**config.mk**
```make
export PLATFORM = sky130hd
export DESIGN_NAME = pbt_front
export DESIGN_NICKNAME = d
export VERILOG_FILES = /design/src/rtl/pbt_pkg.sv /design/src/rtl/pbt_front.sv
export SDC_FILE = /design/constraint.sdc
export NUM_CORES = 1
export LEC_CHECK = 0
export ABC_AREA = 1
export BUFFER_PORTS_ARGS = -buffer_cell sky130_fd_sc_hd__buf_2
export CORE_AREA = 5 5 138 140
export DETAILED_ROUTE_END_ITERATION = 8
export DIE_AREA = 0 0 143 145
export PLACE_DENSITY = 0.83
export SLEW_MARGIN = 20
export SYNTH_ARGS = -nofsm -noshare
export SYNTH_HDL_FRONTEND = slang
export SYNTH_SLANG_ARGS = --single-unit
```
**constraint.sdc**
```tcl
create_clock -name clock -period 6.5 [get_ports clock]
set_input_delay 0.975 -clock clock [delete_from_list [all_inputs] [get_ports clock]]
set_output_delay 0.975 -clock clock [all_outputs]
set_load 0.05 [all_outputs]
```
**src/rtl/pbt_pkg.sv**
```systemverilog
// ----------------------------------------------------------------------------
// pbt_pkg: shared types and constants of the piece block tracker
// Sizes of the tracked download, command and status codes, and the packed
// request, result and internal item formats.
// ----------------------------------------------------------------------------
package pbt_pkg;

   // Geometry limits.
   localparam int MAX_PIECES  = 1024;
   localparam int MAX_BLOCKS  = 64;
   localparam int BLOCK_BYTES = 16384;

   localparam int BLOCK_SHIFT = $clog2(BLOCK_BYTES);
   localparam int PIECE_W     = $clog2(MAX_PIECES);
   localparam int LANES       = 32;
   localparam int LANE_W      = $clog2(LANES);
   localparam int WORDS       = MAX_PIECES / LANES;
   localparam int WORD_W      = PIECE_W - LANE_W;
   localparam int CNT_W       = $clog2(MAX_BLOCKS + 1);
   localparam int BLK_W       = (MAX_BLOCKS > 1) ? $clog2(MAX_BLOCKS) : 1;

   // Field widths of the external interface.
   localparam int NUM_W    = 11;
   localparam int LEN_W    = 21;
   localparam int OFFS_W   = 20;
   localparam int CSR_W    = 21;
   localparam int CSR_IX_W = 2;

   typedef enum logic [1:0] {
      CMD_BLOCK     = 2'd0,
      CMD_VERDICT   = 2'd1,
      CMD_SELECT    = 2'd2,
      CMD_LOAD_PEER = 2'd3
   } cmd_type;

   typedef enum logic [2:0] {
      ST_PENDING  = 3'd0,
      ST_REJECTED = 3'd1,
      ST_ALREADY  = 3'd2,
      ST_FULL     = 3'd3,
      ST_VERIFIED = 3'd4,
      ST_FAILED   = 3'd5,
      ST_SELECTED = 3'd6,
      ST_NONE     = 3'd7
   } status_type;

   typedef enum logic [CSR_IX_W-1:0] {
      CSR_NUM_PIECES = 2'd0,
      CSR_PIECE_LEN  = 2'd1,
      CSR_LAST_LEN   = 2'd2,
      CSR_UNUSED     = 2'd3
   } csr_index_type;

   typedef struct packed {
      logic [1:0]         command;
      logic [PIECE_W-1:0] piece_index;
      logic [OFFS_W-1:0]  begin_offset;
      logic [LEN_W-1:0]   block_length;
      logic               hash_ok;
      logic               use_peer_filter;
      logic [NUM_W-1:0]   peer_piece_count;
      logic [31:0]        peer_word;
      logic [4:0]         peer_word_index;
   } pbt_req_type;

   typedef struct packed {
      status_type         status;
      logic [PIECE_W-1:0] selected_piece;
      logic [NUM_W-1:0]   completed_count;
      logic               all_complete;
   } pbt_rsp_type;

   // Configuration as seen by the front and back parts.
   typedef struct packed {
      logic [NUM_W-1:0] eff_pieces;
      logic [LEN_W-1:0] body_len;
      logic [LEN_W-1:0] tail_len;
   } pbt_cfg_type;

   // A request after classification by the front part.
   typedef struct packed {
      cmd_type            command;
      logic [PIECE_W-1:0] piece_index;
      logic               idx_bad;
      logic               range_bad;
      logic [BLK_W-1:0]   blk;
      logic               blk_ok;
      logic [CNT_W-1:0]   nblocks;
      logic               hash_ok;
      logic               use_peer_filter;
      logic [NUM_W-1:0]   peer_piece_count;
      logic [31:0]        peer_word;
      logic [4:0]         peer_word_index;
   } pbt_item_type;

   // Per-piece block record kept in memory.
   typedef struct packed {
      logic [MAX_BLOCKS-1:0] seen;
      logic [CNT_W-1:0]      cnt;
   } pbt_entry_type;

   typedef enum logic [2:0] {
      S_IDLE = 3'b001,
      S_EXEC = 3'b010,
      S_SCAN = 3'b100
   } state_type;

endpackage

```
**src/rtl/pbt_front.sv**
```systemverilog
// ----------------------------------------------------------------------------
// pbt_front: request intake and classification
// Works out piece geometry, range and block checks for each request and
// holds the classified requests in a two-entry queue for the back part.
// ----------------------------------------------------------------------------
module pbt_front import pbt_pkg::*; (
   input  logic         clock,
   input  logic         reset,
   input  logic         req_push,
   output logic         req_full,
   input  pbt_req_type  req_data,
   input  pbt_cfg_type  cfg,
   output logic         item_valid,
   output pbt_item_type item,
   input  logic         item_pop
);

   pbt_item_type q_ff [2];
   logic         wr_ptr_ff, wr_ptr_in;
   logic         rd_ptr_ff, rd_ptr_in;
   logic [1:0]   cnt_ff, cnt_in;

   pbt_item_type       cls;
   logic               is_last;
   logic [LEN_W-1:0]   plen;
   logic [LEN_W:0]     nb_raw;
   logic [LEN_W:0]     span;
   logic [OFFS_W-1:0]  begin_blk;
   logic               push_ok;
   logic               pop_ok;

   // Geometry of the addressed piece and the checks on the arriving block.
   always_comb begin
      is_last   = (NUM_W'(req_data.piece_index) + NUM_W'(1)) == cfg.eff_pieces;
      plen      = is_last ? cfg.tail_len : cfg.body_len;
      nb_raw    = ((LEN_W+1)'(plen) + (LEN_W+1)'(BLOCK_BYTES - 1)) >> BLOCK_SHIFT;
      span      = (LEN_W+1)'(req_data.begin_offset) + (LEN_W+1)'(req_data.block_length);
      begin_blk = req_data.begin_offset >> BLOCK_SHIFT;

      cls.command          = cmd_type'(req_data.command);
      cls.piece_index      = req_data.piece_index;
      cls.idx_bad          = NUM_W'(req_data.piece_index) >= cfg.eff_pieces;
      cls.range_bad        = span > (LEN_W+1)'(plen);
      cls.nblocks          = (nb_raw > (LEN_W+1)'(MAX_BLOCKS)) ? CNT_W'(MAX_BLOCKS)
                                                                : CNT_W'(nb_raw);
      cls.blk              = BLK_W'(begin_blk);
      cls.blk_ok           = begin_blk < OFFS_W'(cls.nblocks);
      cls.hash_ok          = req_data.hash_ok;
      cls.use_peer_filter  = req_data.use_peer_filter;
      cls.peer_piece_count = req_data.peer_piece_count;
      cls.peer_word        = req_data.peer_word;
      cls.peer_word_index  = req_data.peer_word_index;
   end

   // Queue pointers and fill count.
   always_comb begin
      req_full   = cnt_ff == 2'd2;
      item_valid = cnt_ff != 2'd0;
      item       = q_ff[rd_ptr_ff];
      push_ok    = req_push && !req_full;
      pop_ok     = item_pop && item_valid;
      wr_ptr_in  = push_ok ? !wr_ptr_ff : wr_ptr_ff;
      rd_ptr_in  = pop_ok ? !rd_ptr_ff : rd_ptr_ff;
      cnt_in     = cnt_ff + 2'(push_ok) - 2'(pop_ok);
   end

   always_ff @(posedge clock) begin
      if (reset) begin
         wr_ptr_ff <= 1'b0;
         rd_ptr_ff <= 1'b0;
         cnt_ff    <= 2'd0;
      end else begin
         wr_ptr_ff <= wr_ptr_in;
         rd_ptr_ff <= rd_ptr_in;
         cnt_ff    <= cnt_in;
      end
   end

   // Queue storage.
   always_ff @(posedge clock) begin
      if (push_ok) begin
         q_ff[wr_ptr_ff] <= cls;
      end
   end

endmodule

```
==> results of run 1 <==
[final timing paths]
| path | from | to | slack (ns) | cells past startpoint |
|---|---|---|---|---|
| setup / recovery | req_data[91] | q_ff[0][57]$_DFFE_PP_ | 1.92 | 28 |
| hold / removal | rd_ptr_ff$_SDFFE_PP0P_ | flop | 0.48 | 2 |
| setup reg to reg | cnt_ff[0]$_SDFF_PP0_ | q_ff[1][4]$_DFFE_PP_ | 4.10 | 3 |
| hold reg to reg | rd_ptr_ff$_SDFFE_PP0P_ | flop | 0.48 | 2 |
[cells in the mapped netlist (all sizes together)]
cell	n	area [um^2]
clkinv	1	8.76
a221oi	1	8.76
mux2i	1	10.0
and3	2	12.5
o21bai	3	22.5
fa	1	20.0
nand4	7	43.8
o21ai	23	130
ha	54	676
xnor2	5	43.8
nor2	46	230
nand2	140	576
or2	5	31.3
inv	82	308
nor3	7	35.0
dfxtp	5	100
a21o	2	15.0
nor3b	2	15.0
nand3b	2	15.0
o21a	1	7.51
o41ai	1	8.76
mux2	78	878
a21oi	42	210
a21boi	1	7.51
edfxtp	156	4680
clkbuf	5	18.8
xor2	20	175
nand3	49	270
nor4	2	12.5
buf	8	50.0
a31oi	1	6.26
o211ai	1	7.51
[cell families after synthesis]
logic type | Yosys count | share of synthesized area
buffers and inverters | 96 | 0.0446
DFF | 161 | 0.554
muxes | 79 | 0.103
adders and majority gates | 55 | 0.0805
AOI/OAI and AO/OA | 76 | 0.0491
xor gates and xnor gates | 25 | 0.0253
and+or+nand+nor | 262 | 0.144
[sequential cells by signal, indices dropped and copies added (netlist names), named ones only]
register,cells
q_ff,156
rd_ptr_ff,1
cnt_ff,2
wr_ptr_ff,1
[stage by stage]
step	util	std cells	hold WS, ns
6_report	0.600	1243	0.483
3_5_place_dp	0.569	1211	0.473
3_3_place_gp	0.569	1211	0.457
2_1_floorplan	-	754	0.454
5_1_grt	0.600	1243	0.499
4_1_cts	0.600	1243	0.483
[per-layer routing]
layer | up-vias | global-route usage | share of wire
met5 | - | 0 | 0
met4 | 0 | 0.0604 | 0.020
met3 | 30 | 0.0556 | 0.098
met2 | 263 | 0.312 | 0.47
met1 | 2857 | 0.239 | 0.41
li1 | 3151 | - | -
[final cells by class]
class,count,area [um^2],share of cell area
Tap cell,229,287,0.0269
Sequential cell,161,4790,0.450
Inverter,83,317,0.0298
Clock inverter,15,128,0.0120
Timing Repair Buffer,241,1210,0.114
Clock buffer,17,425,0.0400
Multi-Input combinational cell,497,3480,0.327
[worst register-to-register path: stages, from the launching register on]
cell	delay, ns
dfxtp_1	0.38
o21ai_0	0.32
nor2_4	0.51
buf_4	0.76
[placed cells by master (no fill, tap or decap), types with 8 or more instances in the layout]
| cell type | Yosys | routed |
|---|---|---|
| buf_2 | 1 | 239 |
| edfxtp_1 | 156 | 156 |
| nand2_1 | 128 | 128 |
| mux2_2 | 78 | 78 |
| inv_1 | 74 | 74 |
| ha_1 | 54 | 54 |
| nand3_1 | 44 | 44 |
| a21oi_1 | 42 | 42 |
| nor2_1 | 33 | 31 |
| xor2_1 | 20 | 20 |
| clkbuf_16 | 0 | 17 |
| o21ai_0 | 15 | 15 |
| nor2_2 | 8 | 8 |
| inv_2 | 8 | 8 |
| nand2_2 | 8 | 8 |
[power breakdown]
part / leakage (nW) / switching [mW] / total, mW / internal [mW]
registers: 1.50 / 0.0919 / 1.42 / 1.33
clock network: 0.265 / 0.408 / 0.908 / 0.500
logic: 2.93 / 0.959 / 1.37 / 0.407
==> flow_summary_export.csv, run 1 <==
group,metric,value,unit
timing,setup_violations,0,
setup_path,critPathMaxStageDelay,0.46,ns
timing,hold_violations,0,
clock_tree,clkSlewWorstSetupHoldPaths,0.07,ns
routing,drtIter0Drc,315,
setup_path,worstPathMaxFanout,22,
timing,grt_setup_unrepaired,"no",
timing,relSlewSlack,0.302,
global_route,grt_overflow,0,
logic_synthesis,yosysWarnings,0,
setup_path,cp.required,6.75,ns
clock_tree,cts_tree,"done",
routing,ant_nets,0,
clock_tree,cts_hold_buf,0,
die,coreArea,17700,um^2
routing,viasPerCell,5.07,
timing,worstMarginPinSlew,1.05,ns
logic_synthesis,synth-seq-cells,161,
clock_tree,clk_path_buf_depth,2,
die,start_util,0.488,
pwr,power_density,347,nW/um^2
logic_synthesis,syn_inst,754,
placement,io_buffers,239,
placement,placed_area,10100,um^2
global_route,grt_use_total,0.189,
setup_path,critical_path_class,"in -> reg",
routing,drc,0,
global_route,antenna_found_initial,0,
routing,vias,6301,
routing,routed_wl,20.0,mm
clock_tree,post_cts_buffers,0,
timing,slew_viol_final,0,
final_layout,syn_to_final_growth,23.2,%
setup_path,crit_family,"simple AND/OR/NAND/NOR gates",
clock_tree,cts_max_level,4,
setup_path,start_kind,"primary input",
timing,fin_ws,1.92,ns
routing,dr.pass1.iters,4,
timing,tns,0,ns
logic_synthesis,yosys.cell_types.count,45,
worst_hold_path,holdCritPathClass,"reg -> reg",
placement,place_ws,1.49,ns
timing,skew,0.00958,ns
logic_synthesis,netlist_area,8640,um^2
pwr,power_leakage,4.69,nW
final_layout,fill_cells,1429,
setup_path,end_kind,"flop",
final_layout,diodes,0,
status,outcome,"completed",
die,ios,240,
routing,wl_per_cell,16.1,um
setup_path,cp_data_arrival_time,4.83,ns
clock_tree,clk_latency,0.41,ns
setup_path,worst_path_max_delay_cell,"nand3_2",
final_layout,final_area,10600,um^2
setup_path,crit_buf_inv,4,
setup_path,cp_common_cell,"nand2_1",
global_route,grt_pass1_wl,31.5,mm
die,die_x,143,um
clock_tree,cts_resized,0,
pwr,finalPower,3.69,mW
placement,dp_hpwl,15.6,mm
logic_synthesis,seq_area_frac_synth,0.554,
clock_tree,clock-root-buffer,"clkbuf_16",
logic_synthesis,syn_nets,969,
timing,fin_crit_sh,0.705,
global_route,grt_pass1_vias,6501,
clock_tree,clock_sinks,161,
final_layout,fin_nets,1216,
global_route,grt_max_degree,79,
timing,min_period,4.58,ns
die,num_rows,49,
placement,gp_congestion,0.878,
pwr,peakVddDrop,0.302,mV
logic_synthesis,synth.avg_cell_area,11.5,um^2
final_layout,drive_gt1_frac,0.393,
die,die_h,145,um
timing,timing.fmax,0.218,GHz
clock_tree,numCtsBuffers,17,
die,dieArea,20700,um^2
job,cap_violations,0,
Power figures use the tool's default switching activity.
==> run 2: changes to the inputs <==
--- a/config.mk
+++ b/config.mk
@@ -7,9 +7,9 @@
 export LEC_CHECK = 0
 export ABC_AREA = 1
 export BUFFER_PORTS_ARGS = -buffer_cell sky130_fd_sc_hd__buf_2
-export CORE_AREA = 5 5 138 140
+export CORE_AREA = 5 5 141 143
 export DETAILED_ROUTE_END_ITERATION = 8
-export DIE_AREA = 0 0 143 145
+export DIE_AREA = 0 0 146 148
 export PLACE_DENSITY = 0.83
 export SLEW_MARGIN = 20
 export SYNTH_ARGS = -nofsm -noshare
==> constraint.sdc (replaced) <==
create_clock -name clock -period 3.8 [get_ports clock]
set_input_delay 0.57 -clock clock [delete_from_list [all_inputs] [get_ports clock]]
set_output_delay 0.57 -clock clock [all_outputs]
set_load 0.05 [all_outputs]
==> flow_summary_export.csv, run 2 (synthesis results as in run 1) <==
group,metric,value,unit
worst_hold_path,holdCritPathClass,"in -> reg",
timing,relSlewSlack,0.419,
placement,dp_hpwl,15.6,mm
pwr,peakVddDrop,0.336,mV
routing,wl_met1,8.57,mm
timing,slew_viol_final,0,
die,num_rows,50,
job,cap_violations,0,
setup_path,end_kind,"flop",
routing,viasPerCell,5.10,
final_layout,drive_gt1_frac,0.465,
final_layout,fill_cells,1423,
setup_path,critPathMaxStageDelay,0.38,ns
clock_tree,cts_max_level,4,
global_route,grt_max_degree,67,
placement,place_ws,-0.340,ns
clock_tree,clk_latency,0.42,ns
routing,ant_nets,0,
global_route,antenna_found_initial,0,
setup_path,cp_common_cell,"nand2_1",
timing,timing.fmax,0.274,GHz
setup_path,worst_path_max_delay_cell,"fa_2",
final_layout,largest_reg_flops,156,
routing,met3_length,1.35,mm
setup_path,start_kind,"primary input",
setup_path,critical_path_class,"in -> reg",
timing,tns,0,ns
clock_tree,clock_sinks,161,
routing,routed.top_layer,"met4",
final_layout,diodes,0,
global_route,grt_pass1_vias,6688,
global_route,grt_use_total,0.183,
status,outcome,"completed",
routing,vias,6727,
final_layout,finalNonFillerCells,1319,
setup_path,cp_data_arrival_time,3.80,ns
die,die_x,146,um
global_route,grt_pass1_wl,32.3,mm
die,coreArea,18500,um^2
final_layout,final_cell_mix,"238 x buf_2, 156 x edfxtp_1, 114 x nand2_1",
final_layout,largest-register,"q_ff",
die,die_h,148,um
final_layout,final_common_cell,"buf_2",
routing,drtIter0Drc,251,
placement,gp_congestion,0.890,
routing,wl_per_cell,15.9,um
pwr,power_density,569,nW/um^2
setup_path,r2r_start,"cnt_ff[1]$_SDFF_PP0_",
clock_tree,numCtsBuffers,17,
final_layout,syn_to_final_growth,32.9,%
setup_path,startpoint,"req_data[50]",
placement,io_buffers,239,
setup_path,worstPathMaxFanout,2,
timing,min_period,3.65,ns
setup_path,cp.required,3.95,ns
routing,drc,0,
timing,setup_violations,0,
timing,hold_violations,0,
clock_tree,clk_path_buf_depth,2,
die,ios,240,
final_layout,fin_nets,1287,
timing,worstMarginPinSlew,0.863,ns
timing,fin_crit_sh,0.960,
final_layout,top_regs,"q_ff: 156 flops, cnt_ff: 2 flops",
worst_hold_path,min_from,"req_data[32]",
placement,placed_cells,1276,
global_route,grt_overflow,0,
timing,fin_ws,0.153,ns
timing,skew,0.0170,ns
routing,dr.pass1.iters,5,
die,dieArea,21600,um^2
pwr,power_leakage,5.11,nW
routing,routed_wl,21.0,mm
clock_tree,clock-root-buffer,"clkbuf_16",
routing,wl_met2,10.7,mm
clock_tree,cts_tree,"done",
die,start_util,0.468,
clock_tree,clkSlewWorstSetupHoldPaths,0.07,ns
run 2: cell types whose count changed in the layout (fill, tap and decap cells not counted), sizes merged:
cell,previous run,this run
clkinv,6,8
buf,241,309
nand2,140,141
clkbuf,17,19
inv,89,90
clkinvlp,3,0
run 2: final cells by class:
type,count,area [um^2],area share
flip-flops and latches,161,4790,0.417
inverters,83,319,0.0278
multi-input cells,498,3660,0.319
clock inverters,15,168,0.0146
clock buffers,17,425,0.0371
well taps,234,293,0.0255
repair buffers,311,1830,0.159
run 2: final timing paths:
kind | endpoint | slack, ns | cells after the start
worst max-delay path | q_ff[0][64]$_DFFE_PP_ | 0.15 | 28
worst min-delay path | q_ff[1][32]$_DFFE_PP_ | 0.34 | 1
worst max register to register | cnt_ff[1]$_SDFF_PP0_ | 1.67 | 8
worst min register to register | rd_ptr_ff$_SDFFE_PP0P_ | 0.49 | 2
run 2: critical path, delay by kind of cell:
| kind | cells | cell delay [ns] |
|---|---|---|
| xor+xnor | 1 | 0.13 |
| fa+ha+maj | 3 | 0.80 |
| compound gates | 9 | 1.07 |
| buf+inv | 3 | 0.33 |
| simple gates | 12 | 0.87 |
run 2: through the flow:
| step | total power, mW | instance area, um^2 | hold slack, ns | util |
|---|---|---|---|---|
| 6_report | 6.53 | 11500 | 0.344 | 0.622 |
| 5_1_grt | 6.85 | 11500 | 0.320 | 0.622 |
| 4_1_cts | 6.55 | 11200 | 0.324 | 0.606 |
| 3_5_place_dp | 4.90 | 10600 | 0.472 | 0.574 |
| 3_3_place_gp | 4.84 | 10600 | 0.464 | 0.574 |
| 2_1_floorplan | 4.22 | 8640 | 0.454 | - |
run 2: routing by layer:
layer | GRT usage | vias to the layer above
li1 | - | 3305
met1 | 0.227 | 3151
met2 | 0.332 | 250
met3 | 0.0365 | 21
met4 | 0.0419 | 0
met5 | 0 | -
run 2: what timing repair did:
action,in CTS,in global routing
gates resized for setup,0,42
buffers inserted,0,7
hold buffers,0,0
endpoints found under the hold margin,0,0
setup endpoints to repair,0,4
run 2: where the power goes:
part,internal [mW],switching (mW)
sequential,2.27,0.122
clock,0.885,0.766
combinational,0.787,1.71
==> run 3: changes to the inputs <==
--- a/config.mk
+++ b/config.mk
@@ -5,12 +5,12 @@
 export SDC_FILE = /design/constraint.sdc
 export NUM_CORES = 1
 export LEC_CHECK = 0
-export ABC_AREA = 1
+export ABC_AREA = 0
 export BUFFER_PORTS_ARGS = -buffer_cell sky130_fd_sc_hd__buf_2
-export CORE_AREA = 5 5 141 143
+export CORE_AREA = 5 5 138 140
 export DETAILED_ROUTE_END_ITERATION = 8
-export DIE_AREA = 0 0 146 148
-export PLACE_DENSITY = 0.83
+export DIE_AREA = 0 0 143 145
+export PLACE_DENSITY = 0.84
 export SLEW_MARGIN = 20
 export SYNTH_ARGS = -nofsm -noshare
 export SYNTH_HDL_FRONTEND = slang
==> flow_summary_export.csv, run 3 <==
group,metric,value,unit
setup_path,crit_chain,"buf_2 > ha_1 > a21oi_2 > nand4b_1 > and3_4 > o311ai_4 > a21o_1 > a21oi_2 > o21ai_1 > a21o_1 > a21oi_1 > o21bai_1 > xor2_1 > ha_1 > nand4_1 > nor2_2 > nand4_1 > nor4_1 > nand3_1 > o211ai_1 > o211ai_1",
timing,slew_viol_final,0,
final_layout,diodes,0,
logic_synthesis,synth-seq-cells,161,
pwr,switchingPower,2.48,mW
logic_synthesis,syn_nets,823,
job,cap_violations,0,
logic_synthesis,yosys.cell_types.count,51,
setup_path,crit_family,"compound AO/OA/AOI/OAI gates",
timing,min_period,3.69,ns
timing,skew,0.00871,ns
final_layout,final_common_cell,"buf_2",
clock_tree,numCtsBuffers,17,
global_route,antenna_found_initial,0,
pwr,power_leakage,4.69,nW
timing,grt_setup_unrepaired,"yes",
setup_path,critical_path_class,"in -> reg",
placement,dp_hpwl,15.3,mm
timing,fin_hold_ws,0.344,ns
pwr,finalPower,6.58,mW
final_layout,multi_input_area,3520,um^2
logic_synthesis,synth_common_cells,"156 x edfxtp_1, 80 x mux2_2, 54 x ha_1",
die,die_x,143,um
die,die_h,145,um
global_route,grt_max_degree,79,
setup_path,cp_data_arrival_time,3.83,ns
logic_synthesis,synthFlopType,"edfxtp_1",
routing,viasPerCell,5.20,
final_layout,finalNonFillerCells,1153,
placement,gp_congestion,0.887,
setup_path,worstSetupPathDepth,21,
pwr,power_density,600,nW/um^2
logic_synthesis,netlist_area,8360,um^2
logic_synthesis,seq_area_frac_synth,0.573,
final_layout,final_area,11000,um^2
final_layout,top_regs,"q_ff: 156 flops, cnt_ff: 2 flops",
setup_path,crit_buf_inv,1,
timing,setup_violations,0,
worst_hold_path,min_from,"req_data[101]",
clock_tree,clock_sinks,161,
logic_synthesis,yosysMostFrequentCell,"edfxtp_1",
final_layout,fill_cells,1365,
final_layout,syn_to_final_growth,31.3,%
routing,vias,6001,
clock_tree,cts_tree,"done",
pwr,p_int,4.10,mW
pwr,pwr-share-clk,0.262,
pwr,peakVddDrop,0.492,mV
clock_tree,cts_hold_buf,0,
timing,hold_violations,0,
setup_path,start_kind,"primary input",
setup_path,rr_worst_depth,4,
routing,wl_per_cell,17.2,um
routing,dr.pass1.iters,5,
final_layout,largest_reg_flops,156,
final_layout,final_cell_mix,"237 x buf_2, 156 x edfxtp_1, 80 x mux2_2",
routing,ant_nets,0,
clock_tree,clkSlewWorstSetupHoldPaths,0.06,ns
pwr,power_frac_seq,0.363,
final_layout,final_core_util,0.619,
setup_path,r2r_start,"cnt_ff[0]$_SDFF_PP0_",
setup_path,critPathMaxStageDelay,0.30,ns
logic_synthesis,ys_async_sr_fraction,0,
logic_synthesis,syn_inst,608,
final_layout,fin_nets,1127,
status,outcome,"completed",
pwr,switching_share,0.376,
global_route,grt_use_total,0.187,
final_layout,largest-register,"q_ff",
clock_tree,clk_latency,0.41,ns
setup_path,startpoint,"req_data[51]",
worst_hold_path,hold_depth,1,
placement,placed_area,10300,um^2
global_route,grt_pass1_wl,31.1,mm
clock_tree,clock-root-buffer,"clkbuf_16",
global_route,grt_overflow,0,
clock_tree,cts_max_level,4,
routing,drtIter0Drc,287,
pwr,combPwrFrac,0.375,
setup_path,worstPathMaxFanout,3,
routing,routed_wl,19.8,mm
setup_path,cp.required,3.94,ns
placement,placed_cells,1120,
timing,fin_crit_sh,0.971,
logic_synthesis,yosys-top-cells-area,"edfxtp_1 56%, mux2_2 11%, ha_1 8.1%",
timing,worstMarginPinSlew,1.07,ns
die,coreArea,17700,um^2
placement,io_buffers,239,
logic_synthesis,synth.avg_cell_area,13.7,um^2
worst_hold_path,holdCritPathClass,"in -> reg",
global_route,grt_pass1_vias,6252,
logic_synthesis,yosysTopAreaCell,"edfxtp_1",
clock_tree,clk_path_buf_depth,2,
die,ios,240,
setup_path,end_kind,"flop",
timing,relSlewSlack,0.286,
setup_path,worst_path_max_delay_cell,"ha_1",
timing,timing.fmax,0.271,GHz
logic_synthesis,yosysWarnings,0,
logic_synthesis,netlist.area_leader.share,0.561,
die,start_util,0.472,
die,num_rows,49,
routing,drc,0,
die,dieArea,20700,um^2
logic_synthesis,synth_edf_count,156,
final_layout,regArea,4790,um^2
final_layout,drive_gt1_frac,0.476,
## run 3: worst paths after layout
check | end | slack [ns]
setup / recovery | q_ff[1][64]$_DFFE_PP_ | 0.11
hold / removal | q_ff[1][76]$_DFFE_PP_ | 0.34
setup reg to reg | q_ff[0][12]$_DFFE_PP_ | 1.76
hold reg to reg | flop | 0.52
## run 3: kinds of logic after synthesis
| kind of cell | synth area share |
|---|---|
| AOI/OAI and AO/OA | 0.0633 |
| and+or+nand+nor | 0.0770 |
| xor gates and xnor gates | 0.0470 |
| adders and majority gates | 0.0872 |
| muxes | 0.133 |
| buffers and inverters | 0.0199 |
| DFF | 0.573 |
## run 3: routing by layer
layer	global-route usage	vias to the layer above	share of wire	wire length, um
met3	0.0444	21	0.082	1630
met5	0	-	0	0
met1	0.237	2820	0.41	8070
li1	-	2931	-	-
met4	0.0604	0	0.013	257
met2	0.316	229	0.50	9890
## run 3: area by class of cell
cell class | count | share of cell area
clock buffer | 17 | 0.0388
clock inverter | 14 | 0.0161
inverter | 27 | 0.00924
multi-input combinational | 406 | 0.321
sequential | 161 | 0.437
tap | 229 | 0.0261
timing repair buffer | 299 | 0.153
## run 3: metrics by stage
step / setup TNS [ns] / worst slack, ns
3_3_place_gp: -0.996 / -0.352
5_1_grt: -0.281 / -0.140
4_1_cts: 0 / 0.0610
3_5_place_dp: -1.25 / -0.431
6_report: 0 / 0.111
2_1_floorplan: 0 / 0.000328
## run 3: repair_timing
item                                    in CTS  in global routing
pin swaps                                    0                  8
endpoints found under the setup margin       2                  4
setup buffers                                0                  2
gates resized for setup                      1                 17
hold endpoints to repair                     0                  0
## run 3: power by group through the flow
stage                     logic, mW  registers, mW  clock network, mW
final                          2.47           2.39               1.72
after floorplan                1.87           2.35                  0
after CTS                      2.48           2.39               1.75
after detailed placement       2.46           2.42                  0
after global placement         2.43           2.40                  0
after global routing           2.62           2.41               1.84
